File: src/rtl/lbpe_pkg.sv
`default_nettype none
package lbpe_pkg;

  localparam int MaxColors = 8;
  localparam int PassLimit = 16;
  localparam int FadeScale = 10;

  localparam logic [3:0] PH_DISABLED   = 4'd0;
  localparam logic [3:0] PH_BLINK_ON   = 4'd1;
  localparam logic [3:0] PH_ON         = 4'd2;
  localparam logic [3:0] PH_BLINK_OFF  = 4'd3;
  localparam logic [3:0] PH_OFF        = 4'd4;
  localparam logic [3:0] PH_BEGIN_GAP  = 4'd5;
  localparam logic [3:0] PH_IN_GAP     = 4'd6;
  localparam logic [3:0] PH_BEGIN_DASH = 4'd7;
  localparam logic [3:0] PH_IN_DASH    = 4'd8;
  localparam logic [3:0] PH_BEGIN_GAP2 = 4'd9;
  localparam logic [3:0] PH_IN_GAP2    = 4'd10;

  localparam logic [1:0] OP_TICK    = 2'd0;
  localparam logic [1:0] OP_RESTART = 2'd1;
  localparam logic [1:0] OP_WRITE   = 2'd2;
  localparam logic [1:0] OP_NOP     = 2'd3;

  localparam logic [2:0] REG_ON     = 3'd0;
  localparam logic [2:0] REG_OFF    = 3'd1;
  localparam logic [2:0] REG_GAP    = 3'd2;
  localparam logic [2:0] REG_DASH   = 3'd3;
  localparam logic [2:0] REG_GROUP  = 3'd4;
  localparam logic [2:0] REG_BLEND  = 3'd5;
  localparam logic [2:0] REG_FADE   = 3'd6;
  localparam logic [2:0] REG_COLORS = 3'd7;

  // controller -> datapath
  typedef struct packed {
    logic start;    // latch item, do write
    logic restart;  // restart pattern
    logic fade;     // fade step check
    logic visit;    // one phase visit
    logic finish;   // end-of-tick counter bumps
  } lbpe_cmd_t;

  // datapath -> controller
  typedef struct packed {
    logic       visit_done;  // visit returned
    logic       pass_end;    // visit closed a pass without returning
    logic [1:0] op;
  } lbpe_stat_t;

  function automatic logic [7:0] step_ch(input logic [7:0] cur, input logic [7:0] tgt,
                                         input logic [7:0] rate);
    logic [7:0] d;
    d = 8'd0;
    if (cur < tgt) begin
      d = tgt - cur;
      return cur + ((d > rate) ? rate : d);
    end else if (cur > tgt) begin
      d = cur - tgt;
      return cur - ((d > rate) ? rate : d);
    end
    return cur;
  endfunction

  // (pos + 1) mod n for n in 1..8, restoring compare and subtract
  function automatic logic [2:0] next_slot(input logic [2:0] pos, input logic [3:0] n);
    logic [6:0] x;
    x = 7'(pos) + 7'd1;
    if (x >= {n, 3'b000}) x = x - {n, 3'b000};
    if (x >= {1'b0, n, 2'b00}) x = x - {1'b0, n, 2'b00};
    if (x >= {2'b00, n, 1'b0}) x = x - {2'b00, n, 1'b0};
    if (x >= {3'b000, n}) x = x - {3'b000, n};
    return x[2:0];
  endfunction

endpackage
`default_nettype wire

File: src/rtl/lbpe_ctrl.sv
`default_nettype none
module lbpe_ctrl (
  input  wire logic              clk,
  input  wire logic              rst,
  input  wire logic              in_valid,
  output logic                   in_stall,
  output logic                   out_valid,
  input  wire logic              out_stall,
  input  wire lbpe_pkg::lbpe_stat_t stat,
  output lbpe_pkg::lbpe_cmd_t    cmd
);

  typedef enum logic [4:0] {
    S_IDLE = 5'b00001,
    S_DEC  = 5'b00010,
    S_FADE = 5'b00100,
    S_PLAY = 5'b01000,
    S_OUT  = 5'b10000
  } state_t;

  state_t     state, state_next;
  logic [4:0] pass, pass_next;
  logic [4:0] pass_sum;

  assign in_stall  = (state != S_IDLE);
  assign out_valid = (state == S_OUT);

  // passes completed so far, counting the visit of the previous cycle
  assign pass_sum = pass + {4'd0, stat.pass_end};

  always_comb begin
    state_next = state;
    pass_next  = pass;
    cmd        = '0;
    unique case (state)
      S_IDLE: begin
        if (in_valid) begin
          cmd.start  = 1'b1;
          state_next = S_DEC;
        end
      end
      S_DEC: begin
        if (stat.op == lbpe_pkg::OP_TICK) begin
          state_next = S_FADE;
        end else if (stat.op == lbpe_pkg::OP_RESTART || stat.op == lbpe_pkg::OP_WRITE) begin
          cmd.restart = 1'b1;
          state_next  = S_OUT;
        end else begin
          state_next = S_OUT;
        end
      end
      S_FADE: begin
        cmd.fade   = 1'b1;
        pass_next  = '0;
        state_next = S_PLAY;
      end
      S_PLAY: begin
        if (stat.visit_done || pass_sum == 5'(lbpe_pkg::PassLimit)) begin
          cmd.finish = 1'b1;
          state_next = S_OUT;
        end else begin
          cmd.visit = 1'b1;
          pass_next = pass_sum;
        end
      end
      S_OUT: begin
        if (!out_stall) state_next = S_IDLE;
      end
      default: state_next = S_IDLE;
    endcase
  end

  always_ff @(posedge clk) begin
    if (rst) begin
      state <= S_IDLE;
      pass  <= '0;
    end else begin
      state <= state_next;
      pass  <= pass_next;
    end
  end

`ifndef SYNTH
  a_out_only_after_work: assert property (@(posedge clk) disable iff (rst)
    out_valid && out_stall |=> out_valid) else $error("result dropped");
  a_no_accept_busy: assert property (@(posedge clk) disable iff (rst)
    cmd.start |=> in_stall) else $error("accepted while busy");
  a_pass_bound: assert property (@(posedge clk) disable iff (rst)
    cmd.visit |-> pass < 5'(lbpe_pkg::PassLimit)) else $error("pass overrun");
`endif

endmodule
`default_nettype wire

File: src/rtl/lbpe_dp.sv
`default_nettype none
module lbpe_dp (
  input  wire logic              clk,
  input  wire logic              rst,
  input  wire lbpe_pkg::lbpe_cmd_t cmd,
  output lbpe_pkg::lbpe_stat_t   stat,
  input  wire logic              cfg_we,
  input  wire logic [2:0]        cfg_idx,
  input  wire logic [7:0]        cfg_data,
  input  wire logic [1:0]        opcode,
  input  wire logic [2:0]        slot,
  input  wire logic [7:0]        red_in,
  input  wire logic [7:0]        green_in,
  input  wire logic [7:0]        blue_in,
  output logic [7:0]             led_red,
  output logic [7:0]             led_green,
  output logic [7:0]             led_blue,
  output logic [3:0]             phase,
  output logic [7:0]             fade_level
);

  logic [7:0] on_time, off_time, gap_time, dash_time, group_length, blend_rate, fade_period;
  logic [3:0] color_count;

  logic [1:0]  op;
  logic [3:0]  phase_reg, phase_next;
  logic [7:0]  group_left, group_next;
  logic [2:0]  color_pos, pos_next;
  logic        pos_valid, valid_next;
  logic [23:0] color_table [lbpe_pkg::MaxColors];
  logic [7:0]  hold_ticks, hold_next, elapsed, elapsed_next;
  logic [11:0] fade_cnt, fade_cnt_next;
  logic [8:0]  fade_step, fade_step_next;
  logic [7:0]  fade_off, fade_off_next;
  logic [23:0] bcur, bcur_next, btgt, btgt_next, led, led_next;
  logic        done, pass_end;
  logic        visit_ret, loop_end;

  always_ff @(posedge clk) begin
    if (rst) begin
      on_time <= '0; off_time <= '0; gap_time <= '0; dash_time <= '0;
      group_length <= '0; blend_rate <= '0; fade_period <= '0; color_count <= '0;
    end else if (cfg_we) begin
      unique case (cfg_idx)
        lbpe_pkg::REG_ON:     on_time <= cfg_data;
        lbpe_pkg::REG_OFF:    off_time <= cfg_data;
        lbpe_pkg::REG_GAP:    gap_time <= cfg_data;
        lbpe_pkg::REG_DASH:   dash_time <= cfg_data;
        lbpe_pkg::REG_GROUP:  group_length <= cfg_data;
        lbpe_pkg::REG_BLEND:  blend_rate <= cfg_data;
        lbpe_pkg::REG_FADE:   fade_period <= cfg_data;
        lbpe_pkg::REG_COLORS: color_count <= cfg_data[3:0];
        default: ;
      endcase
    end
  end

  logic [3:0]  ncol;
  logic [11:0] fade_limit;
  assign ncol       = (color_count > 4'(lbpe_pkg::MaxColors)) ? 4'(lbpe_pkg::MaxColors)
                                                              : color_count;
  assign fade_limit = 12'(fade_period) * 12'(lbpe_pkg::FadeScale);

  assign stat.visit_done = done;
  assign stat.pass_end   = pass_end;
  assign stat.op         = op;

  assign led_red    = led[23:16];
  assign led_green  = led[15:8];
  assign led_blue   = led[7:0];
  assign phase      = phase_reg;
  assign fade_level = fade_off;

  always_comb begin
    logic [23:0] nc;
    logic [7:0]  r, g, b;
    logic [8:0]  m;
    logic [7:0]  reload;
    logic [3:0]  p;
    nc = '0; r = '0; g = '0; b = '0; m = '0;
    visit_ret = 1'b0; loop_end = 1'b0;
    reload = (group_length != 8'd0) ? group_length
           : 8'(ncol) - ((dash_time != 8'd0) ? 8'd1 : 8'd0);
    phase_next = phase_reg; group_next = group_left; pos_next = color_pos;
    valid_next = pos_valid; hold_next = hold_ticks; elapsed_next = elapsed;
    fade_cnt_next = fade_cnt; fade_step_next = fade_step; fade_off_next = fade_off;
    bcur_next = bcur; btgt_next = btgt; led_next = led;
    p = phase_reg;

    if (cmd.restart) begin
      valid_next = 1'b0; pos_next = '0;
      fade_cnt_next = '0; fade_step_next = '0; fade_off_next = '0;
      phase_next = (dash_time != 8'd0) ? lbpe_pkg::PH_BEGIN_DASH : lbpe_pkg::PH_BLINK_ON;
      if ((on_time == 8'd0 && dash_time == 8'd0) || ncol == 4'd0)
        phase_next = lbpe_pkg::PH_DISABLED;
      group_next = reload;
      // color_count nonzero here whenever reads matter; ncol==0 gives black, no move
      if (ncol != 4'd0 && (blend_rate != 8'd0 || fade_period != 8'd0)) begin
        valid_next = 1'b1;
        pos_next   = '0;
        if (blend_rate != 8'd0) begin
          bcur_next = color_table[0];
          pos_next  = (ncol == 4'd1) ? 3'd0 : 3'd1;
          btgt_next = color_table[pos_next];
        end
      end else if (ncol == 4'd0 && blend_rate != 8'd0) begin
        bcur_next = '0; btgt_next = '0;
      end
    end

    if (cmd.fade && fade_period != 8'd0 && fade_cnt >= fade_limit) begin
      fade_cnt_next = '0;
      m = fade_step + 9'd1;
      if (m >= {off_time, 1'b0}) m = '0;
      fade_step_next = m;
      if (off_time == 8'd0) begin
        fade_off_next = '0;
      end else begin
        fade_off_next = (m < {1'b0, off_time}) ? m[7:0] : 8'({off_time, 1'b0} - m - 9'd1);
        if (m == 9'd0 && ncol != 4'd0) begin
          pos_next   = !pos_valid ? 3'd0 : lbpe_pkg::next_slot(color_pos, ncol);
          valid_next = 1'b1;
        end
      end
    end

    if (cmd.visit) begin
      // next_color value from current position
      if (ncol != 4'd0) begin
        pos_next = !pos_valid ? 3'd0 : lbpe_pkg::next_slot(color_pos, ncol);
        nc       = color_table[pos_next];
      end
      unique case (p)
        lbpe_pkg::PH_DISABLED: begin
          pos_next = color_pos;
          visit_ret = 1'b1;
        end
        lbpe_pkg::PH_BLINK_ON: begin
          pos_next = color_pos;
          if (on_time != 8'd0) begin
            if (blend_rate != 8'd0) begin
              btgt_next = btgt;
              if (bcur == btgt) begin
                if (ncol != 4'd0) begin
                  pos_next = !pos_valid ? 3'd0 : lbpe_pkg::next_slot(color_pos, ncol);
                  valid_next = 1'b1;
                end
                btgt_next = nc;
              end
              r = lbpe_pkg::step_ch(bcur[23:16], btgt_next[23:16], blend_rate);
              g = lbpe_pkg::step_ch(bcur[15:8],  btgt_next[15:8],  blend_rate);
              b = lbpe_pkg::step_ch(bcur[7:0],   btgt_next[7:0],   blend_rate);
              bcur_next = {r, g, b};
              led_next  = {r, g, b};
            end else if (fade_period != 8'd0) begin
              led_next = (pos_valid && 4'(color_pos) < ncol) ? color_table[color_pos] : '0;
            end else begin
              if (ncol != 4'd0) begin
                pos_next = !pos_valid ? 3'd0 : lbpe_pkg::next_slot(color_pos, ncol);
                valid_next = 1'b1;
              end
              led_next = nc;
            end
            group_next = group_left - 8'd1;
            hold_next = on_time + fade_off; elapsed_next = '0;
            phase_next = lbpe_pkg::PH_ON; visit_ret = 1'b1;
          end else begin
            phase_next = lbpe_pkg::PH_BLINK_OFF;
          end
        end
        lbpe_pkg::PH_BLINK_OFF: begin
          pos_next = color_pos;
          phase_next = lbpe_pkg::PH_BEGIN_GAP;
          if (group_left > 8'd0 || (gap_time == 8'd0 && dash_time == 8'd0)) begin
            if (off_time != 8'd0) begin
              led_next = '0; hold_next = off_time - fade_off; elapsed_next = '0;
              phase_next = lbpe_pkg::PH_OFF; visit_ret = 1'b1;
            end else if (group_left > 8'd0 && on_time != 8'd0) begin
              phase_next = lbpe_pkg::PH_BLINK_ON;
              loop_end = 1'b1;
            end
          end
        end
        lbpe_pkg::PH_BEGIN_GAP: begin
          pos_next = color_pos;
          group_next = reload;
          if (gap_time != 8'd0) begin
            led_next = '0; hold_next = gap_time; elapsed_next = '0;
            phase_next = lbpe_pkg::PH_IN_GAP; visit_ret = 1'b1;
          end else begin
            phase_next = lbpe_pkg::PH_BEGIN_DASH;
          end
        end
        lbpe_pkg::PH_BEGIN_DASH: begin
          if (dash_time != 8'd0) begin
            if (ncol != 4'd0) valid_next = 1'b1;
            else pos_next = color_pos;
            led_next = nc; hold_next = dash_time; elapsed_next = '0;
            phase_next = lbpe_pkg::PH_IN_DASH; visit_ret = 1'b1;
          end else begin
            pos_next = color_pos;
            phase_next = lbpe_pkg::PH_BEGIN_GAP2;
          end
        end
        lbpe_pkg::PH_BEGIN_GAP2: begin
          pos_next = color_pos;
          if (dash_time != 8'd0 && gap_time != 8'd0) begin
            led_next = '0; hold_next = gap_time; elapsed_next = '0;
            phase_next = lbpe_pkg::PH_IN_GAP2; visit_ret = 1'b1;
          end else begin
            phase_next = lbpe_pkg::PH_BLINK_ON;
            loop_end = 1'b1;
          end
        end
        default: begin
          pos_next = color_pos;
          if (p > lbpe_pkg::PH_IN_GAP2) begin
            phase_next = lbpe_pkg::PH_DISABLED; visit_ret = 1'b1;
          end else if (hold_ticks == 8'd0 || elapsed < hold_ticks) begin
            visit_ret = 1'b1;
          end else begin
            elapsed_next = '0;
            loop_end = 1'b1;
            if (p == lbpe_pkg::PH_IN_GAP2 || (p == lbpe_pkg::PH_OFF && group_left > 8'd0))
              phase_next = (on_time != 8'd0) ? lbpe_pkg::PH_BLINK_ON
                         : ((dash_time != 8'd0) ? lbpe_pkg::PH_BEGIN_DASH
                                                : lbpe_pkg::PH_BEGIN_GAP);
            else if (p == lbpe_pkg::PH_OFF)
              phase_next = lbpe_pkg::PH_BEGIN_GAP;
            else
              phase_next = p + 4'd1;
          end
        end
      endcase
    end

    if (cmd.finish) begin
      if (fade_cnt < 12'd4095) fade_cnt_next = fade_cnt + 12'd1;
      if (elapsed < 8'd255) elapsed_next = elapsed + 8'd1;
    end
  end

  // per-visit return and pass flags; cleared at fade step of each tick
  always_ff @(posedge clk) begin
    if (rst) begin
      done <= 1'b0; pass_end <= 1'b0;
    end else if (cmd.fade) begin
      done <= 1'b0; pass_end <= 1'b0;
    end else if (cmd.visit) begin
      done <= visit_ret; pass_end <= loop_end;
    end
  end

  always_ff @(posedge clk) begin
    if (rst) begin
      op <= lbpe_pkg::OP_TICK;
      for (int i = 0; i < lbpe_pkg::MaxColors; i++) color_table[i] <= '0;
    end else if (cmd.start) begin
      op <= opcode;
      if (opcode == lbpe_pkg::OP_WRITE) color_table[slot] <= {red_in, green_in, blue_in};
    end
  end

  always_ff @(posedge clk) begin
    if (rst) begin
      phase_reg <= lbpe_pkg::PH_DISABLED; group_left <= '0; color_pos <= '0;
      pos_valid <= 1'b0; hold_ticks <= '0; elapsed <= '0; fade_cnt <= '0;
      fade_step <= '0; fade_off <= '0; bcur <= '0; btgt <= '0; led <= '0;
    end else begin
      phase_reg <= phase_next; group_left <= group_next; color_pos <= pos_next;
      pos_valid <= valid_next; hold_ticks <= hold_next; elapsed <= elapsed_next;
      fade_cnt <= fade_cnt_next; fade_step <= fade_step_next; fade_off <= fade_off_next;
      bcur <= bcur_next; btgt <= btgt_next; led <= led_next;
    end
  end

`ifndef SYNTH
  a_idle_hold: assert property (@(posedge clk) disable iff (rst)
    cmd.start |=> $stable(phase_reg) && $stable(led)) else $error("state moved on accept");
  a_phase_range: assert property (@(posedge clk) disable iff (rst)
    phase_reg <= lbpe_pkg::PH_IN_GAP2) else $error("phase out of range");
  a_restart_fade: assert property (@(posedge clk) disable iff (rst)
    cmd.restart |=> fade_off == 8'd0 && fade_cnt == 12'd0) else $error("restart fade");
`endif

endmodule
`default_nettype wire

File: src/rtl/led_blink_pattern_engine_unit.sv
`default_nettype none
// LED blink-pattern engine. Each input item (tick, restart, no-op, or colour write
// then restart) yields one result with the colour shown, phase and fade offset. A
// restart, write or no-op goes from the decode state to the output state; a tick
// goes through decode, the fade step and the play state with its phase visits. The
// next item is taken in the cycle after the result leaves. A tick walks at most 16
// passes of up to five phase-loop visits each, so at most 80 visits. The user must
// write configuration via cfg_we/cfg_idx/cfg_data only while idle; not enforced.
module led_blink_pattern_engine_unit (
  input  wire logic       clk,
  input  wire logic       rst,
  input  wire logic       cfg_we,
  input  wire logic [2:0] cfg_idx,
  input  wire logic [7:0] cfg_data,
  input  wire logic       in_valid,
  output logic            in_stall,
  input  wire logic [1:0] opcode,
  input  wire logic [2:0] slot,
  input  wire logic [7:0] red_in,
  input  wire logic [7:0] green_in,
  input  wire logic [7:0] blue_in,
  output logic            out_valid,
  input  wire logic       out_stall,
  output logic [7:0]      led_red,
  output logic [7:0]      led_green,
  output logic [7:0]      led_blue,
  output logic [3:0]      phase,
  output logic [7:0]      fade_level
);

  lbpe_pkg::lbpe_cmd_t  cmd;
  lbpe_pkg::lbpe_stat_t stat;

  lbpe_ctrl u_ctrl (
    .clk, .rst, .in_valid, .in_stall, .out_valid, .out_stall, .stat, .cmd
  );

  lbpe_dp u_dp (
    .clk, .rst, .cmd, .stat, .cfg_we, .cfg_idx, .cfg_data, .opcode, .slot,
    .red_in, .green_in, .blue_in, .led_red, .led_green, .led_blue, .phase, .fade_level
  );

endmodule
`default_nettype wire

File: config.mk
export PLATFORM = sky130hd
export DESIGN_NAME = led_blink_pattern_engine_unit
export DESIGN_NICKNAME = d
export VERILOG_FILES = /design/src/rtl/lbpe_pkg.sv /design/src/rtl/lbpe_ctrl.sv /design/src/rtl/lbpe_dp.sv /design/src/rtl/led_blink_pattern_engine_unit.sv
export SDC_FILE = /design/constraint.sdc
export NUM_CORES = 2
export LEC_CHECK = 0
export BUFFER_PORTS_ARGS = -buffer_cell sky130_fd_sc_hd__buf_4
export CAP_MARGIN = 40
export CORE_AREA = 2 2 238 240
export DETAILED_ROUTE_END_ITERATION = 16
export DIE_AREA = 0 0 240 242
export PLACE_DENSITY_LB_ADDON = 0.12
export SLEW_MARGIN = 20
export SYNTH_ARGS = -nofsm -noshare
export SYNTH_HDL_FRONTEND = slang
export SYNTH_HIERARCHICAL = 1
export SYNTH_SLANG_ARGS = --single-unit
File: constraint.sdc
create_clock -name clk -period 14.4 [get_ports clk]
set_input_delay 1.44 -clock clk [delete_from_list [all_inputs] [get_ports clk]]
set_output_delay 1.44 -clock clk [all_outputs]
set_load 0.01 [all_outputs]
==> results.txt <==
----------------------------------------------------
[Clock tree]
  Clock tree from TritonCTS ... yes
  Post-CTS Hold Fix Bufs ... 0
  Clock transition at the registers of the reported paths ... 0.06 ns
  Clk sinks ... 402
  Number of buffers on the longest clock path ... 3
  Total number of H-tree levels ... 2
  Insertion delay to the later sink of the worst-skew pair ... 0.63 ns
  Clock tree root driver cell ... sky130_fd_sc_hd__clkbuf_16
  Number of buffers inserted during clock tree synthesis ... 46

[Place]
  Gpl congestion ... ~0.98
  Worst Setup Slack post-DPL ... -0.210 ns
  Count of input and output buffers ... 82
  Post-detail-place hpwl ... 78,800 um

[Cells and area]
  Ratio of cells with drive above 1 in the final layout ... 12.9%
  Number of flip-flops under the largest register name ... 192
  Count of filler cells inserted in the layout ... 4,823
  Number of nets in the finished design ... 3,766
  Area of all sequential standard cells ... 9980 um2
  P&R area growth vs syn ... 12.8%
  Total area of multi-input combinational cells ... 19,200 um2
  Top reg by flops ... u_dp/color_table

[Worst setup path]
  Crit start category ... register
  Worst endpoint required time ... 14.84 ns
  Worst-path cell with the longest stage delay ... sky130_fd_sc_hd__or3b_2
  Slack of the worst reg-to-reg path ... about 0.54 ns
  Maximum cell stage delay along the critical path ... 0.49 ns
  Crit path kind ... reg -> reg
  Startpoint of the most critical register-to-register path ... u_dp/color_pos[2]
  Endpoint kind of the worst setup timing path ... register
  Endpoint of the most critical setup path ... u_dp/bcur[15]
  Critical path arrival ... 14.30 ns
  Reg2reg path depth ... 63
  Crit-path max FO ... 41
  Critical register-to-register path endpoint ... u_dp/bcur[15]
  Most common cell type on the critical path ... sky130_fd_sc_hd__ha_1
  Critical path launch point ... u_dp/color_pos[2]

[Route]
  Remaining number of nets flagged by the antenna check after routing ... 0
  Routed WL ... 106,000 um
  Wire length per cell after detailed routing ... 24.6 um
  Vias per cell ... 6.42
  DRC violation count after routing ... 0
  Initial DRC Count ... 3,106
  Via count ... 27,600
  Drt first pass iters ... 6

[Synthesis]
  Part of the Yosys area used for sequential elements ... 33.0%
  Synth area leaders ... sky130_fd_sc_hd__edfxtp_1 (19%), sky130_fd_sc_hd__dfxtp_1 (14%), sky130_fd_sc_hd__ha_1 (8.7%)
  Yosys warning count ... 6
  Commonest cells in the netlist ... sky130_fd_sc_hd__nand2_1 (330), sky130_fd_sc_hd__a21oi_1 (281), sky130_fd_sc_hd__nor2_1 (218)
  Post-synth top area share ... between 10% and 20%
  Post-synth EDFFs ... around 190
  Share of flip-flops with an asynchronous set or reset ... 0%
  Synth Instances ... 3,464
  Most frequent cell after synthesis ... sky130_fd_sc_hd__nand2_1
  Mapped cell area ... 30,200 um2
  Post-Syn Area per Cell ... 8.73 um2
  Flip-flop and latch count after synthesis ... 402
  Synthesized Nets ... about 3,700
  Top_reg_cell synth ... sky130_fd_sc_hd__dfxtp_1
  Cell taking the most area after synthesis ... sky130_fd_sc_hd__edfxtp_1
  Synth unique cells ... 109

[Global route]
  First-pass GRT wire length ... 159,000 um
  Antenna violations before repair ... 6
  Pin count of the biggest net entering global routing ... 83
  Aggregate global routing overflow ... 0
  Vias in the first global route ... 26,400
  Global Route Usage Sum ... 35.7%

[Pwr]
  P per Cell Area ... roughly 100 nW/um2
  Comb pwr share ... 28.0%
  Sequential share of power ... roughly a third
  Clock Power Share ... a little under two fifths
  Cell Int Power ... 2410 uW
  Switching portion of total power ... 32.2%
  Switching power of the nets ... 1150 uW
  Worst supply voltage drop on vdd ... 0.0000982 V
  Static power due to leakage ... 0.0132 uW

[STA]
  Pins over their slew limit ... 0
  Worst clock skew ... 0.0532 ns
  Final clock period utilization by the worst path ... between 90 and 100%
  Worst-case setup margin in the final layout ... roughly 0.54 ns
  Final hold vios ... 0
  Highest clock rate ... 72.1 MHz
  Slew at the pin closest to its max-slew limit ... 0.887 ns
  Worst slew slack as a fraction of its limit ... 40.5%
  Setup Viol. Count Final ... 0
  Shortest period the worst path allows ... 13.86 ns
  Total negative setup slack ... 0 ns

[Die]
  Floorplan die height ... around 240 um
  Effective utilization at floorplan ... 54.3%
  DIE WIDTH ... 240 um
  Count of standard-cell rows ... 87
  Core region area ... 55,700 um2
  Die area ... between 50,000 and 60,000 um2
  Number of top-level pins ... between 80 and 90

[Flow run]
  Total of max-cap violations ... 0

[Worst hold path]
  Start point of the worst min-delay path ... u_dp/hold_ticks[5]
  Class of the tightest hold or removal check ... reg -> reg

[Status]
  Outcome ... finished clean

----------------------------------------------------
[cell families after synthesis]
group,Yosys count,synth area share (%)
AOI/OAI and AO/OA,970,21.0
xor gates and xnor gates,135,3.98
adders and majority gates,227,9.79
buffers and inverters,379,4.92
DFF,402,33.0
muxes,138,6.74
and+or+nand+nor,1213,20.7
[power by group through the flow]
stage	registers (uW)	clock network (uW)	logic, uW
floorplan	1260	0	666
global route	1250	1370	1080
finish	1250	1310	995
CTS	1250	1320	922
global placement	1270	0	891
detailed placement	1280	0	915
[layout by cell type, fill, tap and decap left out, drive strengths merged, types with 61 or more instances in the layout]
| cell | instances |
|---|---|
| clkbuf | 61 |
| edfxtp | 192 |
| and3 | 64 |
| a21oi | 282 |
| buf | 188 |
| inv | 170 |
| xnor2 | 93 |
| mux2i | 71 |
| o21ai | 217 |
| nand3 | 108 |
| and2 | 215 |
| dfxtp | 210 |
| nor2 | 218 |
| nand2 | 332 |
| ha | 211 |
[worst max-delay path: cells and delay by family (launching register included)]
kind	cells	cell delay, ns
flops	1	0.40
compound gates	25	5.19
fa+ha+maj	8	2.34
xor+xnor	2	0.31
mux	6	1.84
simple gates	15	2.46
buf+inv	7	1.11
[worst min path at each step]
| stage | endpoint | slack [ns] | cells past startpoint |
|---|---|---|---|
| floorplan | u_dp/hold_ticks[5] | 0.43 | 2 |
| detailed placement | u_dp/hold_ticks[5] | 0.45 | 2 |
| global placement | u_dp/hold_ticks[5] | 0.44 | 2 |
| global route | u_dp/hold_ticks[5] | 0.48 | 2 |
| finish | u_dp/hold_ticks[5] | 0.46 | 2 |
| CTS | u_dp/hold_ticks[5] | 0.46 | 2 |
[per-stage QoR]
stage / instance area (um2) / power, uW / instances / hold slack (ns) / utilization, %
3_5_place_dp: 31900 / 2190 / 4183 / 0.451 / 57.3
2_1_floorplan: 30200 / 1930 / 3464 / 0.432 / -
3_3_place_gp: 31700 / 2170 / 4171 / 0.445 / 56.9
4_1_cts: 33700 / 3500 / 4268 / 0.459 / 60.4
5_1_grt: 34100 / 3700 / 4289 / 0.480 / 61.2
6_report: 34100 / 3560 / 4289 / 0.458 / 61.2
[routing by layer]
metal	part of all wire, %	routed length, um	track usage (%)	vias to the layer above
met4	4.0	4260	12.6	6
met3	10	11000	9.36	267
met1	41	43500	47.9	13200
li1	-	-	-	12700
met2	44	46900	55.4	1380
met5	0.033	35	0	-
[final cells by class]
class | count | area share [%]
timing repair buffer | 189 | 4.79
multi-input combinational | 2683 | 56.3
clock buffer | 60 | 3.76
clock inverter | 25 | 1.20
tap | 756 | 2.77
sequential | 402 | 29.2
antenna | 2 | 0.0147
inverter | 172 | 1.89
[timing repair]
item	4_1_cts	5_1_grt
buffers inserted	0	10
endpoints found under the setup margin	4	25
pin swaps	0	12
gates cloned	0	2
gates resized for setup	8	70
No activity file was read; power rests on OpenSTA's default activity.
